--- src/rtl/tws_pkg.sv ---
// Package for the timing wheel scheduler: field types, operation codes and the
// command and status structs between the controller and the datapath.
// Depends on nothing; every other file of the block uses it.
package tws_pkg;

    localparam int OP_W         = 2;
    localparam int HANDLE_W     = 5;
    localparam int DELAY_W      = 8;
    localparam int COUNT_W      = 32;
    localparam int DELAY_MARGIN = 3;

    typedef logic [OP_W-1:0]     op_t;
    typedef logic [HANDLE_W-1:0] handle_t;
    typedef logic [DELAY_W-1:0]  delay_t;
    typedef logic [COUNT_W-1:0]  count_t;

    localparam op_t OP_ADD    = 2'd0;
    localparam op_t OP_REMOVE = 2'd1;
    localparam op_t OP_TICK   = 2'd2;

    // Commands from the controller to the datapath.
    typedef struct packed {
        logic latch_in;       // capture the accepted transaction
        logic rd_handle;      // read links and slot of the handle
        logic rd_unlink_slot; // read head and tail of the handle's slot
        logic do_unlink;      // write the unlink
        logic rd_app_tail;    // read tail of the target slot
        logic do_append;      // write the append
        logic rd_walk;        // read head and tail of the current slot
        logic emit_walk;      // emit the walked handle and fetch its successor
        logic walk_first;     // walked handle is the slot head
        logic phase;          // pass being walked
        logic emit_empty;     // emit the empty-slot result
        logic finish_tick;    // clear the slot, advance the wheel
    } dp_cmd_t;

    // Status from the datapath to the controller.
    typedef struct packed {
        op_t  op;
        logic handle_ok;
        logic pending;
        logic cur_nonempty;
        logic walk_at_tail;
    } dp_status_t;

endpackage

--- src/rtl/timing_wheel_scheduler.sv ---
// Top level of the timing wheel scheduler: joins the controller and datapath.
// Depends on tws_pkg, tws_ctrl and tws_datapath.
//
// A transaction is taken when start is high while busy is low. An add of a
// handle that is not pending reads the target slot's tail, then appends; an
// add of a pending handle first reads the handle's links and slot, then the
// slot's head and tail, and unlinks before it appends, because every step of
// the unlink and append reads or writes a single-port link memory whose read
// data is registered. A remove of a pending handle runs the unlink steps. A
// tick fetches the slot's head and tail, then emits one handle per cycle in
// each of the two passes, set by the next-link fetch of the list walk; an
// empty slot gives the empty-slot result instead. Each result is shown for
// exactly one cycle with result_valid high, in the cycle after it is formed;
// the receiver cannot hold results off, so it must take every result as it
// appears. All results of one tick arrive in consecutive cycles, the last
// marked by last. No clearing pass is needed after reset.
module timing_wheel_scheduler #(
    parameter int SLOTS   = 16,
    parameter int HANDLES = 32
) (
    input  logic             clk,
    input  logic             rst_n,
    input  logic             start,
    output logic             busy,
    input  tws_pkg::op_t     operation,
    input  tws_pkg::handle_t handle_id,
    input  tws_pkg::delay_t  delay,
    output logic             result_valid,
    output tws_pkg::handle_t handle_id_res,
    output logic             phase,
    output logic             slot_empty,
    output logic             last,
    output tws_pkg::count_t  tick_count
);

    // Command and status groups between the two halves.
    tws_pkg::dp_cmd_t    cmd;
    tws_pkg::dp_status_t status;

    // The controller walks each transaction through its memory steps.
    tws_ctrl u_ctrl (
        .clk    (clk),
        .rst_n  (rst_n),
        .start  (start),
        .busy   (busy),
        .status (status),
        .cmd    (cmd)
    );

    // The datapath holds the wheel, the linked lists and the result registers.
    tws_datapath #(
        .SLOTS   (SLOTS),
        .HANDLES (HANDLES)
    ) u_datapath (
        .clk           (clk),
        .rst_n         (rst_n),
        .cmd           (cmd),
        .status        (status),
        .operation     (operation),
        .handle_id     (handle_id),
        .delay         (delay),
        .result_valid  (result_valid),
        .handle_id_res (handle_id_res),
        .phase         (phase),
        .slot_empty    (slot_empty),
        .last          (last),
        .tick_count    (tick_count)
    );

    // A tick's results come in an unbroken run of cycles.
    assert property (@(posedge clk) disable iff (!rst_n)
        result_valid && !last |=> result_valid)
        else $error("tick results are not contiguous");

    // Every result of one tick carries the same tick count.
    assert property (@(posedge clk) disable iff (!rst_n)
        result_valid && !last |=> tick_count == $past(tick_count))
        else $error("tick count changed within a tick");

    // The empty-slot result stands alone in the declaration pass.
    assert property (@(posedge clk) disable iff (!rst_n)
        result_valid && slot_empty |-> last && !phase)
        else $error("malformed empty-slot result");

    // An accepted transaction keeps the block busy in the next cycle.
    assert property (@(posedge clk) disable iff (!rst_n)
        start && !busy |=> busy)
        else $error("accepted transaction did not raise busy");

endmodule

--- src/rtl/tws_datapath.sv ---
// Datapath of the timing wheel scheduler: slot and link memories, pending and
// occupancy flags, wheel pointer, tick counter and result registers.
// Depends on tws_pkg.
module tws_datapath #(
    parameter int SLOTS   = 16,
    parameter int HANDLES = 32
) (
    input  logic                 clk,
    input  logic                 rst_n,
    input  tws_pkg::dp_cmd_t     cmd,
    output tws_pkg::dp_status_t  status,
    input  tws_pkg::op_t         operation,
    input  tws_pkg::handle_t     handle_id,
    input  tws_pkg::delay_t      delay,
    output logic                 result_valid,
    output tws_pkg::handle_t     handle_id_res,
    output logic                 phase,
    output logic                 slot_empty,
    output logic                 last,
    output tws_pkg::count_t      tick_count
);

    localparam int SLOT_W = $clog2(SLOTS);
    localparam int HID_W  = $clog2(HANDLES);
    localparam tws_pkg::delay_t   DELAY_MAX  = tws_pkg::delay_t'(SLOTS - tws_pkg::DELAY_MARGIN);
    localparam logic [SLOT_W:0]   SLOT_COUNT = (SLOT_W + 1)'(SLOTS);
    localparam logic [SLOT_W-1:0] SLOT_LAST  = SLOT_W'(SLOTS - 1);

    tws_pkg::op_t        op_reg;
    logic [HID_W-1:0]    hid_reg;
    logic                hok_reg;
    logic [SLOT_W-1:0]   target_reg;
    logic [SLOT_W-1:0]   current_reg;
    tws_pkg::count_t     count_reg;
    logic [HANDLES-1:0]  pending_reg;
    logic [SLOTS-1:0]    nonempty_reg;

    logic [HID_W-1:0]    next_mem  [HANDLES];
    logic [HID_W-1:0]    prev_mem  [HANDLES];
    logic [SLOT_W-1:0]   hslot_mem [HANDLES];
    logic [HID_W-1:0]    head_mem  [SLOTS];
    logic [HID_W-1:0]    tail_mem  [SLOTS];

    logic [HID_W-1:0]    next_q;
    logic [HID_W-1:0]    prev_q;
    logic [SLOT_W-1:0]   hslot_q;
    logic [HID_W-1:0]    head_q;
    logic [HID_W-1:0]    tail_q;

    logic                result_valid_reg;
    tws_pkg::handle_t    res_hid_reg;
    logic                res_phase_reg;
    logic                res_empty_reg;
    logic                res_last_reg;
    tws_pkg::count_t     res_count_reg;

    tws_pkg::delay_t     delay_clamped;
    logic [SLOT_W:0]     slot_sum;
    logic [SLOT_W-1:0]   target_next;
    logic [SLOT_W-1:0]   current_next;
    logic [HID_W-1:0]    cur;
    logic                unl_head;
    logic                unl_tail;
    logic                unl_mid;
    logic                append_ne;
    logic                at_tail;

    always_comb
    begin
        delay_clamped = (delay > DELAY_MAX) ? DELAY_MAX : delay;
        slot_sum      = {1'b0, current_reg} + (SLOT_W + 1)'(delay_clamped);
        if (slot_sum >= SLOT_COUNT)
        begin
            target_next = SLOT_W'(slot_sum - SLOT_COUNT);
        end
        else
        begin
            target_next = slot_sum[SLOT_W-1:0];
        end
        current_next = (current_reg == SLOT_LAST) ? '0 : current_reg + 1'b1;
        cur          = cmd.walk_first ? head_q : next_q;
        at_tail      = (cur == tail_q);
        unl_head     = (head_q == hid_reg);
        unl_tail     = (tail_q == hid_reg);
        unl_mid      = !unl_head && !unl_tail;
        append_ne    = nonempty_reg[target_reg];
    end

    assign status.op           = op_reg;
    assign status.handle_ok    = hok_reg;
    assign status.pending      = hok_reg && pending_reg[hid_reg];
    assign status.cur_nonempty = nonempty_reg[current_reg];
    assign status.walk_at_tail = at_tail;

    // Captured transaction.
    always_ff @(posedge clk)
    begin
        if (cmd.latch_in)
        begin
            op_reg     <= operation;
            hid_reg    <= handle_id[HID_W-1:0];
            hok_reg    <= (int'(handle_id) < HANDLES);
            target_reg <= target_next;
        end
    end

    // Flags, wheel pointer and tick counter.
    always_ff @(posedge clk or negedge rst_n)
    begin
        if (!rst_n)
        begin
            pending_reg  <= '0;
            nonempty_reg <= '0;
            current_reg  <= '0;
            count_reg    <= '0;
        end
        else
        begin
            if (cmd.do_unlink)
            begin
                pending_reg[hid_reg] <= 1'b0;
                if (unl_head && unl_tail)
                begin
                    nonempty_reg[hslot_q] <= 1'b0;
                end
            end
            if (cmd.do_append)
            begin
                pending_reg[hid_reg]     <= 1'b1;
                nonempty_reg[target_reg] <= 1'b1;
            end
            if (cmd.emit_walk && cmd.phase)
            begin
                pending_reg[cur] <= 1'b0;
            end
            if (cmd.finish_tick)
            begin
                nonempty_reg[current_reg] <= 1'b0;
                current_reg               <= current_next;
                count_reg                 <= count_reg + 1'b1;
            end
        end
    end

    always_ff @(posedge clk)
    begin
        if (cmd.do_unlink && unl_mid)
        begin
            next_mem[prev_q] <= next_q;
        end
        else if (cmd.do_append && append_ne)
        begin
            next_mem[tail_q] <= hid_reg;
        end
        if (cmd.rd_handle)
        begin
            next_q <= next_mem[hid_reg];
        end
        else if (cmd.emit_walk)
        begin
            next_q <= next_mem[cur];
        end
    end

    always_ff @(posedge clk)
    begin
        if (cmd.do_unlink && unl_mid)
        begin
            prev_mem[next_q] <= prev_q;
        end
        else if (cmd.do_append)
        begin
            prev_mem[hid_reg] <= append_ne ? tail_q : hid_reg;
        end
        if (cmd.rd_handle)
        begin
            prev_q <= prev_mem[hid_reg];
        end
    end

    always_ff @(posedge clk)
    begin
        if (cmd.do_append)
        begin
            hslot_mem[hid_reg] <= target_reg;
        end
        if (cmd.rd_handle)
        begin
            hslot_q <= hslot_mem[hid_reg];
        end
    end

    always_ff @(posedge clk)
    begin
        if (cmd.do_unlink && unl_head && !unl_tail)
        begin
            head_mem[hslot_q] <= next_q;
        end
        else if (cmd.do_append && !append_ne)
        begin
            head_mem[target_reg] <= hid_reg;
        end
        if (cmd.rd_unlink_slot)
        begin
            head_q <= head_mem[hslot_q];
        end
        else if (cmd.rd_walk)
        begin
            head_q <= head_mem[current_reg];
        end
    end

    always_ff @(posedge clk)
    begin
        if (cmd.do_unlink && unl_tail && !unl_head)
        begin
            tail_mem[hslot_q] <= prev_q;
        end
        else if (cmd.do_append)
        begin
            tail_mem[target_reg] <= hid_reg;
        end
        if (cmd.rd_unlink_slot)
        begin
            tail_q <= tail_mem[hslot_q];
        end
        else if (cmd.rd_app_tail)
        begin
            tail_q <= tail_mem[target_reg];
        end
        else if (cmd.rd_walk)
        begin
            tail_q <= tail_mem[current_reg];
        end
    end

    // Result registers.
    always_ff @(posedge clk or negedge rst_n)
    begin
        if (!rst_n)
        begin
            result_valid_reg <= 1'b0;
        end
        else
        begin
            result_valid_reg <= cmd.emit_empty || cmd.emit_walk;
        end
    end

    always_ff @(posedge clk)
    begin
        if (cmd.emit_empty)
        begin
            res_hid_reg   <= '0;
            res_phase_reg <= 1'b0;
            res_empty_reg <= 1'b1;
            res_last_reg  <= 1'b1;
            res_count_reg <= count_reg;
        end
        else if (cmd.emit_walk)
        begin
            res_hid_reg   <= tws_pkg::handle_t'(cur);
            res_phase_reg <= cmd.phase;
            res_empty_reg <= 1'b0;
            res_last_reg  <= cmd.phase && at_tail;
            res_count_reg <= count_reg;
        end
    end

    assign result_valid  = result_valid_reg;
    assign handle_id_res = res_hid_reg;
    assign phase         = res_phase_reg;
    assign slot_empty    = res_empty_reg;
    assign last          = res_last_reg;
    assign tick_count    = res_count_reg;

endmodule

--- src/rtl/tws_ctrl.sv ---
// Controller of the timing wheel scheduler: sequences add, remove and tick
// transactions over the datapath's single-port memories.
// Depends on tws_pkg.
module tws_ctrl (
    input  logic                clk,
    input  logic                rst_n,
    input  logic                start,
    output logic                busy,
    input  tws_pkg::dp_status_t status,
    output tws_pkg::dp_cmd_t    cmd
);

    localparam logic [2:0] ST_IDLE   = 3'd0;
    localparam logic [2:0] ST_DECODE = 3'd1;
    localparam logic [2:0] ST_UNL1   = 3'd2;
    localparam logic [2:0] ST_UNL2   = 3'd3;
    localparam logic [2:0] ST_APP0   = 3'd4;
    localparam logic [2:0] ST_APP1   = 3'd5;
    localparam logic [2:0] ST_WALK   = 3'd6;

    logic [2:0] state_reg;
    logic [2:0] state_next;
    logic       phase_reg;
    logic       phase_next;
    logic       first_reg;
    logic       first_next;

    always_comb
    begin
        state_next     = state_reg;
        phase_next     = phase_reg;
        first_next     = first_reg;
        cmd            = '0;
        cmd.walk_first = first_reg;
        cmd.phase      = phase_reg;
        case (state_reg)
            ST_IDLE:
            begin
                if (start)
                begin
                    cmd.latch_in = 1'b1;
                    state_next   = ST_DECODE;
                end
            end
            ST_DECODE:
            begin
                state_next = ST_IDLE;
                if (status.op == tws_pkg::OP_TICK)
                begin
                    if (status.cur_nonempty)
                    begin
                        cmd.rd_walk = 1'b1;
                        phase_next  = 1'b0;
                        first_next  = 1'b1;
                        state_next  = ST_WALK;
                    end
                    else
                    begin
                        cmd.emit_empty  = 1'b1;
                        cmd.finish_tick = 1'b1;
                    end
                end
                else if ((status.op == tws_pkg::OP_ADD || status.op == tws_pkg::OP_REMOVE)
                         && status.handle_ok)
                begin
                    if (status.pending)
                    begin
                        cmd.rd_handle = 1'b1;
                        state_next    = ST_UNL1;
                    end
                    else if (status.op == tws_pkg::OP_ADD)
                    begin
                        cmd.rd_app_tail = 1'b1;
                        state_next      = ST_APP1;
                    end
                end
            end
            ST_UNL1:
            begin
                cmd.rd_unlink_slot = 1'b1;
                state_next         = ST_UNL2;
            end
            ST_UNL2:
            begin
                cmd.do_unlink = 1'b1;
                state_next    = (status.op == tws_pkg::OP_ADD) ? ST_APP0 : ST_IDLE;
            end
            ST_APP0:
            begin
                cmd.rd_app_tail = 1'b1;
                state_next      = ST_APP1;
            end
            ST_APP1:
            begin
                cmd.do_append = 1'b1;
                state_next    = ST_IDLE;
            end
            ST_WALK:
            begin
                cmd.emit_walk = 1'b1;
                first_next    = 1'b0;
                if (status.walk_at_tail)
                begin
                    if (!phase_reg)
                    begin
                        phase_next = 1'b1;
                        first_next = 1'b1;
                    end
                    else
                    begin
                        cmd.finish_tick = 1'b1;
                        state_next      = ST_IDLE;
                    end
                end
            end
            default:
            begin
                state_next = ST_IDLE;
            end
        endcase
    end

    always_ff @(posedge clk or negedge rst_n)
    begin
        if (!rst_n)
        begin
            state_reg <= ST_IDLE;
            phase_reg <= 1'b0;
            first_reg <= 1'b0;
        end
        else
        begin
            state_reg <= state_next;
            phase_reg <= phase_next;
            first_reg <= first_next;
        end
    end

    assign busy = (state_reg != ST_IDLE);

endmodule

--- config.mk ---
export PLATFORM = sky130hd
export DESIGN_NAME = timing_wheel_scheduler
export DESIGN_NICKNAME = d
export VERILOG_FILES = /design/src/rtl/tws_pkg.sv /design/src/rtl/timing_wheel_scheduler.sv /design/src/rtl/tws_datapath.sv /design/src/rtl/tws_ctrl.sv
export SDC_FILE = /design/constraint.sdc
export NUM_CORES = 1
export LEC_CHECK = 0
export ABC_AREA = 1
export BUFFER_PORTS_ARGS = -buffer_cell sky130_fd_sc_hd__clkbuf_2
export CORE_MARGIN = 2
export CORE_UTILIZATION = 55
export DETAILED_ROUTE_END_ITERATION = 10
export HOLD_SLACK_MARGIN = 0.08
export PLACE_DENSITY = 0.78
export SLEW_MARGIN = 20
export SYNTH_ARGS = -nofsm -noshare
export SYNTH_HDL_FRONTEND = slang
export SYNTH_SLANG_ARGS = --single-unit
export TNS_END_PERCENT = 5
--- constraint.sdc ---
create_clock -name clk -period 3.55 [get_ports clk]
set_input_delay 0.1775 -clock clk [delete_from_list [all_inputs] [get_ports clk]]
set_output_delay 0.1775 -clock clk [all_outputs]
set_load 0.01 [all_outputs]
# [Word level (Yosys, flattened, before mapping)]
# Memory sizes are Yosys's and may differ from the RTL's. A register that Yosys moved wholly into a read port is not among the register bits.
# Index checks and enable logic that the tools add are counted.
[totals] memories=5 register_bits=156 ram_bits=608 out_inout_bits=42
[op_classes] order_cmp=12 n_mux=112 n_reduce_logical=36 addsub=4 n_bitwise=10 eq_ne=17
[mem_list] memory="u_datapath.next_mem" depth=32 width=5 rd=2 rd_clocked_by_memory_dff=1 wr=1 line="tws_datapath.sv:38" text="logic [HID_W-1:0] next_mem [HANDLES];"
[mem_list] memory="u_datapath.prev_mem" depth=32 width=5 rd=1 rd_clocked_by_memory_dff=1 wr=1 line="tws_datapath.sv:39" text="logic [HID_W-1:0] prev_mem [HANDLES];"
[mem_list] memory="u_datapath.hslot_mem" depth=32 width=4 rd=1 rd_clocked_by_memory_dff=1 wr=1 line="tws_datapath.sv:40" text="logic [SLOT_W-1:0] hslot_mem [HANDLES];"
[mem_list] memory="u_datapath.head_mem" depth=16 width=5 rd=2 rd_clocked_by_memory_dff=0 wr=1 line="tws_datapath.sv:41" text="logic [HID_W-1:0] head_mem [SLOTS];"
[mem_list] memory="u_datapath.tail_mem" depth=16 width=5 rd=3 rd_clocked_by_memory_dff=1 wr=1 line="tws_datapath.sv:42" text="logic [HID_W-1:0] tail_mem [SLOTS];"
[ops] operator="32-bit 2-to-1 mux" n=5
[ops] operator="5-bit 2-to-1 mux" n=17
[ops] operator="32-bit bitwise AND" n=2
[ops] operator="16-bit 2-to-1 mux" n=4
[ops] operator="32-bit NOT" n=2
[ops] operator="1-bit 2-to-1 mux" n=57
[ops] operator="32-bit by 1-bit adder with 32-bit output, second input constant" n=1
[ops] operator="16-bit bitwise AND" n=2
[ops] operator="16-bit NOT" n=2
[ops] operator="32-bit bitwise OR" n=1
[ops] operator="3-bit 2-to-1 mux" n=9
[ops] operator="4-bit 2-to-1 mux" n=5
[ops] operator="5-bit OR reduction" n=4
[ops] operator="3-bit case mux with 6 select lines" n=1
[ops] operator="1-bit logical AND" n=16
[ops] operator="16-bit bitwise OR" n=1
[ops] operator="5-bit equality test" n=3
[ops] operator="4-bit by 5-bit < comparator with 1-bit output, second input constant" n=3
[ops] operator="1-bit demux with 4-bit select" n=3
[ops] operator="4-bit by 1-bit greater-or-equal comparator with 1-bit output, second input constant" n=3
[ops] operator="5-bit by 6-bit < comparator with 1-bit output, second input constant" n=2
[ops] operator="1-bit demux with 5-bit select" n=2
[ops] operator="5-bit by 1-bit greater-or-equal comparator with 1-bit output, second input constant" n=2
[ops] operator="3-bit equality test, second input constant" n=3
[ops] operator="other kinds (24)" n=41

# [Longest topological paths before layout]
[depth] word_depth=12 mapped_depth=15

# [Cells and area by module]
# Synthesis repeated with hierarchy kept, for this count alone.
[unflattened] hier_cells=3527 area_unflattened_um2=36218.5
[by_module_without_submodules] mod="tws_datapath" cells_per_inst=3455 instances=1 area_each_um2=35794.3
[by_module_without_submodules] mod="tws_ctrl" cells_per_inst=72 instances=1 area_each_um2=424.2

# [Least setup slack after synthesis]
# Ideal clock, no wire load.
[synth_path] kind="reg-to-reg" start="register u_datapath.target_reg[0]" end="memory u_datapath.next_mem[0][0] (netlist name), data pin" path_buffers=3 setup_time_ns=0.454 path_slack_ns=-0.017 required_time_ns=3.096 period_less_slack_ns=3.567 arrival_time_ns=3.113 path_stages_with_launch=12 path_cell_list="edfxtp_1 > buf_4 > nand2_1 > nand2_1 > nand2_1 > nand2_1 > nand2_1 > nand2_4 > o21ai_2 > buf_6 > buf_2 > o21ai_0"
[synth_between] elab_chain_len=8
[synth_lines] element="start: declaration" line="tws_datapath.sv:32" text="logic [SLOT_W-1:0] target_reg;"
[synth_lines] element="start signal: assignment" line="tws_datapath.sv:103" text="target_reg <= target_next;"
[synth_lines] element="1-bit binary-select mux with 4-bit select" line="tws_datapath.sv:86" text="append_ne = nonempty_reg[target_reg];"
[synth_lines] element="1-bit 2-to-1 mux (implied by the code)" line="tws_datapath.sv:86"
[synth_lines] element="1-bit logical AND" line="tws_datapath.sv:151" text="else if (cmd.do_append && append_ne)"
[synth_lines] element="1-bit 2-to-1 mux" line="tws_datapath.sv:151"
[synth_lines] element="1-bit 2-to-1 mux" line="tws_datapath.sv:147" text="if (cmd.do_unlink && unl_mid)"
[synth_lines] element="1-bit 2-to-1 mux (implied by the code)" line="tws_datapath.sv:153" text="next_mem[tail_q] <= hid_reg;"
[synth_lines] element="5-bit OR reduction (no line)"
[synth_lines] element="5-bit 2-to-1 mux (no line)"
[synth_lines] element="end: declaration" line="tws_datapath.sv:38"
# No other way between the ends. The select of a mux whose other input is x is not followed.

# [Final worst setup path]
[layout_path] start="register u_datapath.hid_reg[0]" end="memory u_datapath.prev_mem[27][4] (netlist name) (enable)"
[layout_between] elab_chain_len=8 elab_cells_between_ends=13 cone_classes="eq/ne (2); mux (6); reduce/logical (5)"
[layout_lines] element="start: declaration" line="tws_datapath.sv:30" text="logic [HID_W-1:0] hid_reg;"
[layout_lines] element="start signal: assignment" line="tws_datapath.sv:101" text="hid_reg <= handle_id[HID_W-1:0];"
[layout_lines] element="5-bit equality test, on equally long branches" line="tws_datapath.sv:83, tws_datapath.sv:84"
[layout_lines] element="1-bit zero test" line="tws_datapath.sv:85" text="unl_mid = !unl_head && !unl_tail;"
[layout_lines] element="1-bit logical AND" line="tws_datapath.sv:85"
[layout_lines] element="1-bit logical AND" line="tws_datapath.sv:167" text="if (cmd.do_unlink && unl_mid)"
[layout_lines] element="1-bit 2-to-1 mux" line="tws_datapath.sv:167"
[layout_lines] element="1-bit 2-to-1 mux" line="tws_datapath.sv:173" text="prev_mem[hid_reg] <= append_ne ? tail_q : hid_reg;"
[layout_lines] element="5-bit OR reduction (no line)"
[layout_lines] element="5-bit 2-to-1 mux (no line) / 1-bit 2-to-1 mux (equally long branches)"
[layout_lines] element="end: declaration" line="tws_datapath.sv:39"
# Parallel ways exist; a longest one is shown, timed or not.

==> results.toml <==
[flow_run]
drv_cap = 0

[timing]
timing.fmax_mhz = 317
skew_ps = 41.0
maxSlewHeadroom_pct = 33.8
min_period_over_period_pct = 89.0
rsz0062_at_grt = "no"
fin_crit_ps = 3160
finalMaxSlewViolations = 0
tns_ps = 0
hold_viol = 0
setup_viol = 0
worstMarginPinSlew_ps = 992

[global_route]
antenna_found_initial = 2
grt_pass1_wl_microns = 159000
grt_pass1_vias = 26750
grt_max_degree = 98
track_usage_pct = 29.8
grt_overflow_total = 0

[clock_tree]
numCtsBuffers = 80
insertion_delay_ps = 650
tritoncts = "done"
clock-sinks = 782
clock-root-buffer = "clkbuf_16"
h-tree-depth = 3
postCtsSetupBuffers = 0
cts.path.max_buffers = 3
clkTransAtPathRegs_ps = 60

[routing]
ant_nets = 0
dr.pass1.iters = 8
vias = 29230
routed_wl_microns = 105000
vias_per_cell = 6.23
drt_iter0_markers = 4350
routedWlPerCell_microns = 22.3
remaining_drc_errors = 0

[setup_path]
path_class = "register to register"
crit_fanout = 20
rrSetupSlack_ps = 390
arrival_ps = 3440
rr_startpoint = "u_datapath.hid_reg[0]"
cp.required_ps = 3830
start_kind = "register"
rr_worst_depth = 10
timing.rr.end = "u_datapath.prev_mem[27][4]"
setup.worst_path.end_class = "register"

[final_layout]
reg_top3 = "u_datapath.next_mem: 160 flops, u_datapath.prev_mem: 160 flops, u_datapath.hslot_mem: 128 flops"
final_cell_mix = "nand2_1, edfxtp_1, nor2_1, o21ai_0, inv_1"
insertedDiodeCount = 0
area_delta_synth_final_pct = 10.9
layout_commonest_cell = "nand2_1"
drive_gt1_share_pct = 9.86
fill_cells = 5239
finalNetCount = 3783
utilization_pct = 61.3

[run_status]
status = "finished, final reports clean"

[logic_synthesis]
synth-seq-area-share_pct = 61.8
yosysUniqueCellTypes = 49
synthFlopType = "edfxtp_1"
syn-num-nets = 3732
syn_inst = 3705
syn_area_sq_mm = 0.0370
yosysWarnings = 0
ys_ff_latch = 782
synthesis.area_per_instance_sq_um = 9.98
synth-edff-count = 675
async_flop_share_pct = 11.5

[power_and_ir_drop]
clkPwrFrac_pct = 28.3
switching_share_pct = 37.2
power_density_mw_per_mm2 = 723
p_seq_share_pct = 40.3
p_switching_w = 0.0110
design_power_total_w = 0.0297
ir_drop_mv = 0.622
power.leakage_nw = 15.6
p_int_w = 0.0186
comb_power_share_pct = 31.4

[floorplanning]
coreArea_sq_mm = 0.0669
die_h_microns = 263
dieArea_sq_mm = 0.0693
die_w_microns = 263
start_util_pct = 55.3
row_count = 95
ioPinCount = 60

[place]
place.port_buffers = 59
detailed_place_hpwl_microns = 70300
gp_congestion = 1.02

[hold_path]
worstHoldPathType = "primary input to asynchronous set/reset pin"
## final cells by class
type | instances | area, sq um | area share, %
tap | 873 | 1090 | 2.66
sequential | 782 | 22900 | 55.7
clock inverter | 50 | 470 | 1.15
clock buffer | 98 | 2150 | 5.25
multi-input combinational | 2450 | 12300 | 29.9
inverter | 284 | 1070 | 2.60
timing repair buffer | 158 | 1100 | 2.69
## metal layers
metal	vias up	part of all wire, %	global-route usage [%]
met3	320	12	6.14
met2	2107	45	45.0
met5	-	0.012	0
met1	13690	39	42.5
li1	13111	-	-
met4	2	3.9	11.8
## worst max-delay path by stage
stage	from	end	slack [ps]	depth (start not counted)
6_report	u_datapath.hid_reg[0]	u_datapath.prev_mem[27][4]	390	10
5_1_grt	u_datapath.hid_reg[0]	u_datapath.prev_mem[3][1]	260	10
4_1_cts	u_datapath.hid_reg[0]	u_datapath.prev_mem[27][4]	500	10
3_5_place_dp	u_datapath.hid_reg[0]	u_datapath.prev_mem[27][0]	510	10
3_3_place_gp	u_datapath.hid_reg[0]	u_datapath.prev_mem[31][3]	640	9
2_1_floorplan	u_datapath.target_reg[0]	u_datapath.next_mem[0][0]	-20	11
## worst max-delay path, cell delays in order (launching register included)
cell      delay, ps
edfxtp_1        630
inv_2           290
nand2_1         120
nand2_1          50
nand3_1          80
nor2_2           80
inv_1            60
nand3_1         200
nand2_1         220
nand3_1         490
nor2_1          570
## repair_timing
| item | CTS | global route |
|---|---|---|
| hold buffers | 10 | 0 |
| hold endpoints to repair | 67 | 0 |
| gates resized for setup | 0 | 0 |
| endpoints found under the setup margin | 0 | 0 |
## power groups by stage
| stage | clock, W | sequential, W | combinational (W) |
|---|---|---|---|
| 2_1_floorplan | 0 | 0.0118 | 0.00612 |
| 3_3_place_gp | 0 | 0.0121 | 0.00885 |
| 3_5_place_dp | 0 | 0.0121 | 0.00898 |
| 4_1_cts | 0.00843 | 0.0119 | 0.00904 |
| 5_1_grt | 0.00878 | 0.0120 | 0.0101 |
| 6_report | 0.00838 | 0.0119 | 0.00933 |
## cells in the mapped netlist (4+ instances only)
master	count	area (sq um)
nand2_1	866	3250
edfxtp_1	675	20300
nand3_2	14	140
nand3_1	174	871
nand2_2	12	75.1
a22oi_1	192	1440
a22o_1	18	158
dfrtp_1	90	2250
inv_1	256	961
o211ai_1	34	255
buf_2	50	250
o21ai_0	342	1710
nor2_1	342	1280
a21boi_0	20	150
dfxtp_1	17	340
nand3_4	4	70.1
buf_4	8	60.1
buf_6	6	67.6
nor3_1	36	180
clkinv_1	4	15.0
o21a_1	22	165
nor3_2	11	110
o21ai_2	6	52.6
xor2_1	33	289
nor2_4	4	45.0
o21ai_1	41	205
xnor2_1	9	78.8
inv_2	24	90.1
a21oi_1	158	791
o22ai_1	46	288
nor4b_1	8	70.1
clkbuf_1	112	420
nand4_1	23	144
ha_1	8	100
o221ai_1	6	52.6
buf_1	13	48.8
## kinds of logic (layout without fill, tap and decap cells)
kind of cell               Yosys count  count (layout)  share of synthesized area [%]
AOI/OAI and AO/OA                  894             894                           14.5
xor gates and xnor gates            42              42                          0.994
adders and majority gates            9               9                          0.325
buffers and inverters              473             590                           5.17
DFF                                782             782                           61.8
and+or+nand+nor                   1505            1505                           17.2
## stage by stage
step | area, sq um | cells | hold WS, ps | setup slack, ps
6_report | 41000 | 4695 | 167 | 392
5_1_grt | 41000 | 4695 | 244 | 263
4_1_cts | 41000 | 4695 | 144 | 500
3_5_place_dp | 38300 | 4537 | 278 | 512
3_3_place_gp | 38300 | 4537 | 274 | 644
2_1_floorplan | 37000 | 3705 | -118 | -17.5
Note: power is estimated with default switching activity, not from simulation.
